[src/sv/hksl_pkg.sv]
// ============================================================================
// hksl_pkg: shared types and constants of the hashed key set
// Table geometry, hash constants, load limit, controller state and the
// command/status bundles between controller and datapath.
// ============================================================================
package hksl_pkg;

    // Table geometry (power of two)
    localparam int TABLE_SLOTS = 1024;
    localparam int SLOT_W      = $clog2(TABLE_SLOTS);
    localparam int CNT_W       = SLOT_W + 1;

    // An absent key is refused when (count + 1) * 10 >= TABLE_SLOTS * 7,
    // i.e. when count >= ceil(TABLE_SLOTS * 7 / 10) - 1.
    localparam int LOAD_LIMIT  = (TABLE_SLOTS * 7 + 9) / 10;
    localparam int FULL_COUNT  = LOAD_LIMIT - 1;

    // Key and half-key widths
    localparam int KEY_W       = 64;
    localparam int HALF_W      = 32;

    // Mixing hash constants
    localparam logic [63:0] HASH_GOLDEN = 64'h9e37_79b9_7f4a_7c15;
    localparam logic [63:0] HASH_FMIX   = 64'hbf58_476d_1ce4_e5b9;
    localparam int          SHIFT_MIX   = 30;
    localparam int          SHIFT_FIN_A = 27;
    localparam int          SHIFT_FIN_B = 31;

    // Result bit positions in m_tdata
    localparam int RES_PRESENT  = 0;
    localparam int RES_INSERTED = 1;
    localparam int RES_REJECT   = 2;
    localparam int RES_BITS     = 3;

    // Controller states
    typedef enum logic [3:0] {
        ST_CLEAR,
        ST_IDLE,
        ST_H1_LL,
        ST_H1_HL,
        ST_H1_LH,
        ST_MIX,
        ST_H2_LL,
        ST_H2_HL,
        ST_H2_LH,
        ST_HOME,
        ST_READ,
        ST_CHECK
    } hksl_state_t;

    // Hash datapath operations
    typedef enum logic [2:0] {
        OP_NONE,
        OP_MUL_LL,
        OP_MUL_HL,
        OP_MUL_LH,
        OP_MIX,
        OP_HOME
    } hksl_op_t;

    // Controller -> datapath
    typedef struct packed {
        logic     load;
        logic     clear;
        hksl_op_t op;
        logic     mul_fmix;
        logic     rd;
        logic     step;
        logic     finish;
    } hksl_cmd_t;

    // Datapath -> controller
    typedef struct packed {
        logic clear_last;
        logic hit;
        logic empty;
        logic last;
        logic out_free;
    } hksl_stat_t;

endpackage

[src/sv/hksl_ctrl.sv]
// ============================================================================
// hksl_ctrl: request sequencer of the hashed key set
// Runs the clear sweep after reset, then steps each request through the
// hash sequence and the linear probe, and hands the result to the datapath.
// ============================================================================
module hksl_ctrl (
    input  logic                 aclk,
    input  logic                 aresetn,
    input  logic                 s_tvalid,
    output logic                 s_tready,
    input  hksl_pkg::hksl_stat_t stat,
    output hksl_pkg::hksl_cmd_t  cmd
);
    import hksl_pkg::*;

    hksl_state_t state_reg;
    hksl_state_t state_next;
    logic        probe_done;

    assign probe_done = stat.hit || stat.empty || stat.last;

    // State register
    always_ff @(posedge aclk) begin
        if (!aresetn) begin
            state_reg <= ST_CLEAR;
        end else begin
            state_reg <= state_next;
        end
    end

    // Next state
    always_comb begin
        state_next = state_reg;
        case (state_reg)
            ST_CLEAR: if (stat.clear_last) state_next = ST_IDLE;
            ST_IDLE:  if (s_tvalid) state_next = ST_H1_LL;
            ST_H1_LL: state_next = ST_H1_HL;
            ST_H1_HL: state_next = ST_H1_LH;
            ST_H1_LH: state_next = ST_MIX;
            ST_MIX:   state_next = ST_H2_LL;
            ST_H2_LL: state_next = ST_H2_HL;
            ST_H2_HL: state_next = ST_H2_LH;
            ST_H2_LH: state_next = ST_HOME;
            ST_HOME:  state_next = ST_READ;
            ST_READ:  state_next = ST_CHECK;
            ST_CHECK: begin
                if (!probe_done) begin
                    state_next = ST_READ;
                end else if (stat.out_free) begin
                    state_next = ST_IDLE;
                end
            end
            default:  state_next = ST_CLEAR;
        endcase
    end

    // Outputs
    always_comb begin
        cmd          = '0;
        cmd.op       = OP_NONE;
        s_tready     = 1'b0;
        case (state_reg)
            ST_CLEAR: cmd.clear = 1'b1;
            ST_IDLE: begin
                s_tready = 1'b1;
                cmd.load = s_tvalid;
            end
            ST_H1_LL: cmd.op = OP_MUL_LL;
            ST_H1_HL: cmd.op = OP_MUL_HL;
            ST_H1_LH: cmd.op = OP_MUL_LH;
            ST_MIX:   cmd.op = OP_MIX;
            ST_H2_LL: begin
                cmd.op       = OP_MUL_LL;
                cmd.mul_fmix = 1'b1;
            end
            ST_H2_HL: begin
                cmd.op       = OP_MUL_HL;
                cmd.mul_fmix = 1'b1;
            end
            ST_H2_LH: begin
                cmd.op       = OP_MUL_LH;
                cmd.mul_fmix = 1'b1;
            end
            ST_HOME:  cmd.op = OP_HOME;
            ST_READ:  cmd.rd = 1'b1;
            ST_CHECK: begin
                cmd.step   = !probe_done;
                cmd.finish = probe_done && stat.out_free;
            end
            default: begin
                cmd.op = OP_NONE;
            end
        endcase
    end

endmodule

[config.mk]
export PLATFORM = sky130hd
export DESIGN_NAME = hksl_ctrl
export DESIGN_NICKNAME = d
export VERILOG_FILES = /design/src/sv/hksl_pkg.sv /design/src/sv/hksl_ctrl.sv
export SDC_FILE = /design/constraint.sdc
export NUM_CORES = 1
export LEC_CHECK = 0
export ABC_AREA = 1
export BUFFER_PORTS_ARGS = -buffer_cell sky130_fd_sc_hd__buf_4
export CAP_MARGIN = 0
export CORE_AREA = 4 4 41 43
export CTS_CLUSTER_SIZE = 8
export DETAILED_ROUTE_END_ITERATION = 10
export DIE_AREA = 0 0 45 47
export GPL_ROUTABILITY_DRIVEN = 0
export SLEW_MARGIN = 20
export SYNTH_ARGS = -nofsm -noshare
export SYNTH_HDL_FRONTEND = slang
export SYNTH_SLANG_ARGS = --single-unit
[constraint.sdc]
create_clock -name aclk -period 1.93 [get_ports aclk]
set_input_delay 0.193 -clock aclk [delete_from_list [all_inputs] [get_ports aclk]]
set_output_delay 0.193 -clock aclk [all_outputs]
set_load 0.005 [all_outputs]
# --- Word-level counts from Yosys, hierarchy flattened ---
# Cells that the tools add are included.
totals:
  register_bits: 4
  inputBits: 8
  out_inout_bits: 10
  elab_cells: 37
op_classes:
  eq_ne: 14
  n_mux: 12
  reduce_logical: 10
op_table:
  columns: ["operator", "n"]
  rows:
  - ["4-bit case mux with 12 select lines", 1]
  - ["4-bit by 3-bit equality test with 1-bit output, second input constant", 4]
  - ["4-bit equality test, second input constant", 4]
  - ["4-bit two-way mux", 4]
  - ["3-bit case mux with 5 select lines", 1]
  - ["4-bit by 2-bit equality test with 1-bit output, second input constant", 2]
  - ["2-bit OR reduction", 3]
  - ["1-bit two-way mux", 5]
  - ["4-bit by 1-bit equality test with 1-bit output, second input constant", 1]
  - ["4-bit zero test", 1]
  - ["2-bit != test, second input constant", 2]
  - ["3-bit != test, second input constant", 1]
  - ["3-bit AND reduction", 1]
  - ["3-bit OR reduction", 1]
  - ["1-bit logical OR", 2]
  - ["2-bit two-way mux", 1]
  - ["1-bit logical AND", 1]
  - ["1-bit zero test", 1]

# --- Longest topological paths before layout ---
# Gate-level depths: netlist of run 1.
logic_depth:
  word_depth: 4
  depth_mapped: 8
  ltp_nobuf: 8

# --- Least setup slack after synthesis of run 1 ---
# No wires, ideal clock.
synth_path:
  path_type: "reg2reg"
  start: "reg state_reg[0]"
  end: "reg state_reg[1]"
  setup_time_ps: 122
  arrival_time_ps: 932
  required_time_ps: 1808
  setup_slack_ps: 876
  stages_incl_launch_ff: 8
  n_path_buf: 0
  synth_period_minus_slack_ps: 1054
  cell_sequence: "dfxtp_1 -> inv_1 -> nor2_2 -> nand3_2 -> nand2_2 -> nor2_2 -> o21ai_0 -> a21oi_1"
synth_between:
  elab_chain_cells: 3
  elab_cells_between_ends: 17
  classes_between: "eq/ne: 14; mux: 1; reduce/logical: 2"
synth_rtl:
  columns: ["element", "line", "text"]
  rows:
  - ["start, declared", "hksl_ctrl.sv:16", "hksl_state_t state_reg;"]
  - ["start signal, assigned", "hksl_ctrl.sv:27", "state_reg <= state_next;"]
  - ["4-bit equality test, or another cell as far along", "hksl_ctrl.sv:34", "case (state_reg)"]
  - ["3-bit != test (no line) / 2-bit != test (equally long branches)", null, null]
  - ["3-bit AND reduction (no line)", null, null]
# Several ways; a longest one is shown, not always the timed one.
# A chain may end at the register's enable or synchronous reset.

==> impl_metrics.json, run 1 <==
{
  "rows": 13,
  "netlist_instances": 71,
  "hp-class": "in2reg",
  "crit_buf_inv": 3,
  "cts_hold_buf": 0,
  "fin_cells": 106,
  "cp-start-kind": "flip-flop",
  "yosys.area.top_type": "dfxtp_1",
  "r2r_cells": 7,
  "multi_input_area_um2": 231,
  "port-buffer-count": 17,
  "dpl.cell_count": 103,
  "min_path_cells": 3,
  "grt_setup_unrepaired": "false",
  "grt_max_degree": 8,
  "fin_area_um2": 544,
  "htreeDepth": 1,
  "dr.pass1.iters": 2,
  "yosys_warnings": 0,
  "setup_viol": 0,
  "grt_use_met2_pct": 14.4,
  "met3_usage_pct": 1.92,
  "synth_seq_area_share_pct": 21.3,
  "drt-total-wl_um": 962,
  "via_per_inst": 4.21,
  "synthesis.nets": 79,
  "grt_overflow": 0,
  "cts_buffer_depth": 2,
  "tritoncts": "built",
  "ys_types": 15,
  "rr_endpoint": "state_reg[1]",
  "synth_area_leaders": "dfxtp_1, nand2_1, inv_1",
  "drive_above_1_share_pct": 31.9,
  "min_period_over_period_pct": 77.9,
  "finalHoldViolations": 0,
  "area_growth_pct": 45.0,
  "utilization_pct": 41.8,
  "status": "complete, no violations",
  "holdPathEnd": "state_reg[0]",
  "end_kind": "primary output",
  "fmax_ghz": 0.665,
  "nets": 101,
  "first_iter_violations": 4,
  "grt_pass1_wl_um": 1450,
  "fin_crit_ns": 1.50,
  "fp.dieH_um": 47,
  "grtUsageMet1_pct": 11.8,
  "n_antenna_cell": 0,
  "die_w_um": 45,
  "path_max_fanout": 6,
  "cap_violations": 0,
  "tns_ns": 0,
  "finClkSkew_ns": 0.00179,
  "grt_pass1_vias": 381,
  "yosysTopAreaCellShare_pct": 21.3,
  "crit_family": "flip-flops",
  "critPathSlowestCell": "dfxtp_1",
  "post_dp_cell_area_um2": 522,
  "fillers": 150,
  "clkSinkCount": 4,
  "cts-root-buf": "clkbuf_4",
  "largest_register_ffs": 4,
  "clk_pin_slew_worst_paths_ns": 0.04,
  "dp_hpwl_um": 827,
  "crit_top_cell": "inv_1",
  "drc": 0,
  "post_cts_buffers": 0,
  "worst_slew_pin_slew_ns": 0.254,
  "num_vias": 446,
  "path_depth": 6,
  "final_antenna_net_count": 0,
  "cts_buffers": 3,
  "min_from": "aresetn",
  "crit_chain": "inv_1, nand2_1, inv_1, o21ai_0, nand3_1, buf_4",
  "busiest_layer": "met2",
  "grt.total_usage_pct": 9.49,
  "ir_worst_vdd_uv": 322,
  "ctsResizeCount": 0,
  "p_per_area_nw_per_um2": 623,
  "r2r-start": "state_reg[0]",
  "power_leakage_nw": 0.320,
  "ys_ff_latch": 4,
  "clock_latency_ns": 0.23,
  "io_pins": 18,
  "synth.avg_cell_area_um2": 5.29,
  "start_util_pct": 28.8,
  "synth_area_um2": 375,
  "core_um2": 1300,
  "wl_per_cell_um": 9.08,
  "cp.arrival_ns": 1.31,
  "register_area_um2": 80.1,
  "critPathMaxStageDelay_ns": 0.41,
  "crit_type": "reg2out",
  "die_area_um2": 2120,
  "rrSetupSlack_ns": 0.68,
  "worstPathRequired_ns": 1.74,
  "max_slew_margin_pct": 82.9,
  "antenna_found_initial": 0,
  "slew_violations": 0
}
[report_power, final]
group,total (mW),internal (mW),switching (mW)
clock network,0.101,0.0694,0.0315
registers,0.106,0.0917,0.0147
logic,0.132,0.0625,0.0694
total,0.339,0.224,0.116
[synth_stat cells, drive strengths merged]
cell	instances
a21oi	5
inv	16
nand2	22
nor4	1
nand3	4
nor2	13
dfxtp	4
o21ai	5
clkinv	1
[layer usage]
metal,wire (µm),vias up
met2,472,6
met3,46,0
met5,0,-
li1,-,254
met4,0,0
met1,443,186
[through the flow]
stage | total power [mW] | hold slack [ns] | setup WS (ns)
after floorplan | 0.181 | 0.363 | 0.876
after global placement | 0.239 | 0.471 | 0.663
after detailed placement | 0.239 | 0.481 | 0.678
after CTS | 0.348 | 0.239 | 0.416
after global routing | 0.365 | 0.261 | 0.297
final | 0.339 | 0.245 | 0.427
[how the worst max path moves through the flow]
stage	from	to	slack [ns]
4_1_cts	state_reg[3]	cmd[4]	0.42
3_3_place_gp	state_reg[3]	cmd[4]	0.66
5_1_grt	state_reg[3]	cmd[4]	0.30
2_1_floorplan	state_reg[0]	state_reg[1]	0.88
3_5_place_dp	state_reg[3]	cmd[5]	0.68
6_report	state_reg[3]	cmd[4]	0.43
[cell type report]
class | instances | area share [%]
Tap cell | 15 | 3.45
Sequential cell | 4 | 14.7
Inverter | 17 | 11.7
Timing Repair Buffer | 17 | 23.4
Multi-Input combinational cell | 50 | 42.5
Clock buffer | 3 | 4.14
[worst min-delay path, delay by kind of cell]
| kind | cells | cell delay [ns] |
|---|---|---|
| compound gates | 1 | 0.10 |
| buf+inv | 2 | 0.14 |
[cell families after synthesis]
logic type      after synthesis  synth area share (%)
simple gates                 40                  47.3
buf+inv                      17                  17.0
compound gates               10                  14.3
flops                         4                  21.3
[layout by cell type, fill, tap and decap left out]
cell type / count
nor2_1: 9
inv_1: 15
clkbuf_4: 3
nor4_1: 1
o21ai_1: 1
nand2_2: 2
nand3_2: 1
clkinv_1: 1
buf_4: 17
nor2_2: 4
nand2_1: 20
nand3_1: 3
a21oi_1: 4
o21ai_0: 4
dfxtp_1: 4
a21oi_2: 1
inv_2: 1
No activity file was read; power rests on OpenSTA's default activity.
==> run 2: changes to the inputs <==
==> constraint.sdc (replaced) <==
create_clock -name aclk -period 1.3 [get_ports aclk]
set_input_delay 0.13 -clock aclk [delete_from_list [all_inputs] [get_ports aclk]]
set_output_delay 0.13 -clock aclk [all_outputs]
set_load 0.005 [all_outputs]
==> run 2 against run 1 <==
Against the previous run: register-to-register slack worse by 0.48 ns; sequential share of layout area up 1.4 points; via count up 7.4%; sequential cell count unchanged; clock skew up 0.0022 ns; critical path type unchanged; largest cell class unchanged.
==> impl_metrics.json, run 2 (same netlist as run 1, synthesis figures left out) <==
{
  "min_period_over_period_pct": 97.6,
  "cp-start-kind": "flip-flop",
  "dpl.cell_count": 103,
  "antenna_found_initial": 0,
  "grt_pass1_vias": 429,
  "drc": 0,
  "grt_setup_unrepaired": "true",
  "critPathSlowestCell": "dfxtp_4",
  "fin_crit_ns": 1.27,
  "core_um2": 1300,
  "end_kind": "primary output",
  "cts-root-buf": "clkbuf_4",
  "crit_family": "flip-flops",
  "via_per_inst": 4.52,
  "tritoncts": "built",
  "die_area_um2": 2120,
  "start_util_pct": 28.8,
  "p_per_area_nw_per_um2": 906,
  "fmax_ghz": 0.788,
  "p_comb_share_pct": 39.7,
  "post_dp_cell_area_um2": 522,
  "setup_viol": 0,
  "io_pins": 18,
  "n_antenna_cell": 0,
  "cp.arrival_ns": 1.14,
  "crit_top_cell": "inv_2",
  "cts_buffer_depth": 2,
  "sequentialPowerShare_pct": 30.6,
  "crit_buf_inv": 3,
  "drive_above_1_share_pct": 48.4,
  "clock_latency_ns": 0.24,
  "critPathCapture": "cmd[4]",
  "r2r-start": "state_reg[2]",
  "critPathMaxStageDelay_ns": 0.38,
  "dpl_worst_slack_ns": 0.0659,
  "layout_common_cells": "nand2_1, buf_4, inv_1, nor2_2, nor2_1",
  "rr_endpoint": "state_reg[1]",
  "startpoint": "state_reg[3]",
  "cts_hold_buf": 0,
  "wl_per_cell_um": 10.0,
  "layout_setup_ws_ns": 0.0315,
  "grt_max_degree": 8,
  "slew_violations": 0,
  "dr.pass1.iters": 4,
  "min_from": "aresetn",
  "grt_pass1_wl_um": 1710,
  "crit_type": "reg2out",
  "p_switching_mw": 0.192,
  "status": "complete, no violations",
  "post_cts_buffers": 0,
  "worstPathRequired_ns": 1.17,
  "die_w_um": 45,
  "largest_register_ffs": 4,
  "drt-total-wl_um": 1060,
  "worst_slew_pin_slew_ns": 0.313,
  "max_slew_margin_pct": 79.0,
  "fin_area_um2": 589,
  "cap_violations": 0,
  "p_int_mw": 0.342,
  "p_sw_share_pct": 36.0,
  "path_max_fanout": 6,
  "grt_overflow": 0,
  "clk_pin_slew_worst_paths_ns": 0.04,
  "nets": 101,
  "cts_buffers": 3,
  "finClkSkew_ns": 0.00395,
  "clkSinkCount": 4,
  "port-buffer-count": 17,
  "htreeDepth": 1,
  "final_antenna_net_count": 0,
  "num_vias": 479,
  "r2r_cells": 8,
  "utilization_pct": 45.3,
  "power_leakage_nw": 0.324,
  "crit_chain": "inv_2, nand2_2, inv_2, o21ai_2, nand3_1, buf_4",
  "clkPwrFrac_pct": 29.8,
  "rows": 13,
  "path_depth": 6,
  "first_iter_violations": 6,
  "grt.total_usage_pct": 11.0,
  "fin_cells": 106,
  "ir_worst_vdd_uv": 522,
  "area_growth_pct": 57.0,
  "fp.dieH_um": 47,
  "hp-class": "in2reg",
  "dp_hpwl_um": 840,
  "finalHoldViolations": 0,
  "rrSetupSlack_ns": 0.20
}
run 2: cell counts in the layout (fill, tap and decap cells not counted):
Identical to the previous run, type by type.
run 2: worst min path at each step:
stage | endpoint | slack (ns) | cells after the start
3_5_place_dp | state_reg[0] | 0.41 | 3
3_3_place_gp | state_reg[0] | 0.41 | 3
2_1_floorplan | state_reg[0] | 0.30 | 2
5_1_grt | state_reg[0] | 0.20 | 3
4_1_cts | state_reg[0] | 0.16 | 3
6_report | state_reg[0] | 0.17 | 3
run 2: cell type report:
type,count,area [µm²]
clock buffer,3,22.5
fill,144,712
inverter,17,66.3
multi-input combinational,50,259
sequential,4,95.1
tap,15,18.8
timing repair buffer,17,128
run 2: through the flow:
step | setup TNS, ns | power (mW) | hold slack [ns]
after floorplan | 0 | 0.269 | 0.300
after global placement | 0 | 0.351 | 0.408
after detailed placement | 0 | 0.352 | 0.413
after CTS | -0.000893 | 0.530 | 0.162
after global routing | -0.194 | 0.580 | 0.200
final | 0 | 0.534 | 0.168
run 2: power groups by stage:
stage | sequential, mW | combinational (mW) | clock, mW
after global routing | 0.167 | 0.237 | 0.176
final | 0.163 | 0.212 | 0.159
after global placement | 0.158 | 0.193 | 0
after floorplan | 0.154 | 0.115 | 0
after CTS | 0.158 | 0.203 | 0.169
after detailed placement | 0.159 | 0.194 | 0
run 2: worst min-delay path, delay by kind of cell:
family,cells,cell delay (ns)
buf+inv,2,0.15
compound gates,1,0.10
run 2: metal layers:
metal / GRT usage, % / vias to the layer above / part of all wire, %
met4: 7.02 / 0 / 0
li1: - / 254 / -
met3: 1.15 / 0 / 5.7
met5: 0 / - / 0
met2: 17.8 / 13 / 51
met1: 13.8 / 212 / 44
run 2: timing repair:
action	in CTS	in global routing
pin swaps	0	1
endpoints found under the setup margin	8	6
resized for setup	11	12
==> run 3: changes to the inputs <==
--- a/config.mk
+++ b/config.mk
@@ -5,7 +5,6 @@
 export SDC_FILE = /design/constraint.sdc
 export NUM_CORES = 1
 export LEC_CHECK = 0
-export ABC_AREA = 1
 export BUFFER_PORTS_ARGS = -buffer_cell sky130_fd_sc_hd__buf_4
 export CAP_MARGIN = 0
 export CORE_AREA = 4 4 41 43
==> run 3 against run 2 <==
Against the previous run: the run now ends with setup timing left; sequential power shrank 13%; sequential share of layout area decreased by 3.6 points; register-to-register slack got worse by 0.19 ns; combinational power about the same; first-iteration DRC count down 83%; critical path depth is 1 lower; power shrank 4.2%; fmax down 9.2%; final area up 29%; clock power hardly changed; critical endpoint is now cmd[8].
==> impl_metrics.json, run 3 <==
{
  "status": "complete, but fails checks",
  "violations": "setup timing",
  "drive_above_1_share_pct": 76.3,
  "fin_cells": 95,
  "crit_chain": "buf_6, nand2b_4, nor3_4, and2_4, buf_6",
  "synth_area_leaders": "dfxtp_1, nor3_1, buf_6",
  "timing.hold.ws_ns": 0.156,
  "yosysMostFrequentCell": "nor3_1",
  "area_growth_pct": 104,
  "drc": 0,
  "utilization_pct": 58.4,
  "layout_setup_ws_ns": -0.0974,
  "via_per_inst": 4.92,
  "dp_hpwl_um": 860,
  "min_period_over_period_pct": 107,
  "dr.pass1.iters": 2,
  "htreeDepth": 1,
  "multi_input_area_um2": 349,
  "finalHoldViolations": 0,
  "min_from": "aresetn",
  "grt_pass1_vias": 502,
  "max_slew_margin_pct": 80.5,
  "end_kind": "primary output",
  "synth-compound-area-share_pct": 21.5,
  "grt.total_usage_pct": 13.8,
  "grt_overflow": 0,
  "layout_common_cells": "buf_4, buf_6, dfxtp_4, nor3_4, clkbuf_4",
  "r2r_cells": 3,
  "dpl_worst_slack_ns": 0.0511,
  "start_util_pct": 28.7,
  "holdPathEnd": "state_reg[3]",
  "setup_viol": 7,
  "p_per_area_nw_per_um2": 674,
  "r2r-start": "state_reg[2]",
  "synth_top_family_by_area": "simple AND/OR/NAND/NOR gates",
  "tns_ns": -0.441,
  "netlist_instances": 49,
  "cp.arrival_ns": 1.27,
  "slew_violations": 0,
  "synth_flop_cell": "dfxtp_1",
  "crit_top_cell": "buf_6",
  "ir_worst_vdd_uv": 243,
  "postSynth.asyncResetShare_pct": 0,
  "min_path_cells": 2,
  "fmax_ghz": 0.716,
  "largest_register_ffs": 4,
  "register_area_um2": 95.1,
  "rr_endpoint": "state_reg[0]",
  "cts_hold_buf": 0,
  "final_antenna_net_count": 0,
  "grt_max_degree": 7,
  "fp.dieH_um": 47,
  "synth-simple-area-share_pct": 43.0,
  "dpl.cell_count": 84,
  "grt_pass1_wl_um": 2120,
  "cts_buffers": 3,
  "synth.avg_cell_area_um2": 7.61,
  "ys_types": 30,
  "synth_edf_count": 0,
  "synth_area_um2": 373,
  "hp-class": "in2reg",
  "io_pins": 18,
  "worstPathRequired_ns": 1.17,
  "clkSinkCount": 4,
  "nets": 90,
  "drt-total-wl_um": 1310,
  "critPathMaxStageDelay_ns": 0.36,
  "path_max_fanout": 6,
  "cap_violations": 0,
  "wl_per_cell_um": 13.8,
  "first_iter_violations": 1,
  "num_vias": 467,
  "critPathSlowestCell": "dfxtp_4",
  "synth_seq_area_share_pct": 21.5,
  "cp-start-kind": "flip-flop",
  "crit_buf_inv": 2,
  "synthesis.nets": 57,
  "grt_setup_unrepaired": "true",
  "rows": 13,
  "final_common_cell": "buf_4",
  "ys_ff_latch": 4,
  "crit_type": "reg2out",
  "tritoncts": "built",
  "clock_latency_ns": 0.24,
  "cts_buffer_depth": 2,
  "yosysTopAreaCellShare_pct": 21.5,
  "clk_pin_slew_worst_paths_ns": 0.04,
  "rrSetupSlack_ns": 0.01,
  "finClkSkew_ns": 0.00750,
  "synth-adder-area-share_pct": 0,
  "yosys_warnings": 0,
  "fin_crit_ns": 1.40,
  "worst_slew_pin_slew_ns": 0.290,
  "n_antenna_cell": 0,
  "die_w_um": 45,
  "die_area_um2": 2120,
  "crit_family": "simple AND/OR/NAND/NOR gates",
  "port-buffer-count": 17,
  "core_um2": 1300,
  "yosys.area.top_type": "dfxtp_1",
  "power_leakage_nw": 0.330,
  "synthXorXnorAreaFrac_pct": 2.35,
  "cts-root-buf": "clkbuf_4",
  "fillers": 120,
  "yosys-top-cells-count": "nor3_1, dfxtp_1, nor2_1",
  "antenna_found_initial": 0,
  "muxShareOfSynthArea_pct": 0
}
run 3: logic make-up (layout without fill, tap and decap cells):
family          after synthesis  after routing
simple gates                 26             26
flops                         4              4
buf+inv                       7             38
compound gates               11             11
xor+xnor                      1              1
run 3: power by group:
| group | internal, mW | switching [mW] | leakage, nW |
|---|---|---|---|
| Combinational | 0.127 | 0.0854 | 0.280 |
| Clock | 0.104 | 0.0546 | 0.0138 |
| Sequential | 0.128 | 0.0130 | 0.0356 |
| Total | 0.358 | 0.153 | 0.330 |
run 3: what timing repair did:
item	CTS	global route
resized for setup	21	12
setup endpoints to repair	9	12
cloned	0	0
setup buffers	7	1
pin swaps	6	5
run 3: layout make-up:
class                      count  share of cell area (%)
sequential                     4                    12.5
clock buffer                   3                    2.97
inverter                       2                   0.988
timing repair buffer          33                    35.1
tap                           15                    2.47
multi-input combinational     38                    46.0
run 3: worst register-to-register path, delay by kind of cell, from the launching register on:
kind | cells | cell delay [ns]
compound gates | 1 | 0.27
buf+inv | 1 | 0.14
simple gates | 1 | 0.44
flops | 1 | 0.36
run 3: stage by stage:
| step | power (mW) | instance area (µm²) |
|---|---|---|
| finish | 0.512 | 759 |
| CTS | 0.489 | 696 |
| global placement | 0.281 | 548 |
| floorplan | 0.212 | 385 |
| detailed placement | 0.281 | 548 |
| global route | 0.541 | 759 |
run 3: worst max path at each step:
| stage | from | to | slack, ns | depth (start not counted) |
|---|---|---|---|---|
| 2_1_floorplan | state_reg[2] | state_reg[1] | -0.02 | 5 |
| 3_3_place_gp | state_reg[3] | state_reg[0] | 0.03 | 2 |
| 3_5_place_dp | state_reg[3] | state_reg[0] | 0.05 | 2 |
| 4_1_cts | state_reg[2] | cmd[0] | -0.11 | 4 |
| 5_1_grt | state_reg[1] | cmd[8] | -0.16 | 5 |
| 6_report | state_reg[1] | cmd[8] | -0.1 | 5 |
run 3: routing by layer:
metal | global-route usage [%] | share of wire [%] | vias to the layer above | wire [µm]
met5 | 0 | 0 | - | 0
met4 | 9.94 | 3.3 | 0 | 43
met3 | 1.15 | 4.2 | 4 | 55
met2 | 23.2 | 54 | 14 | 700
met1 | 16.6 | 39 | 211 | 506
li1 | - | - | 238 | -
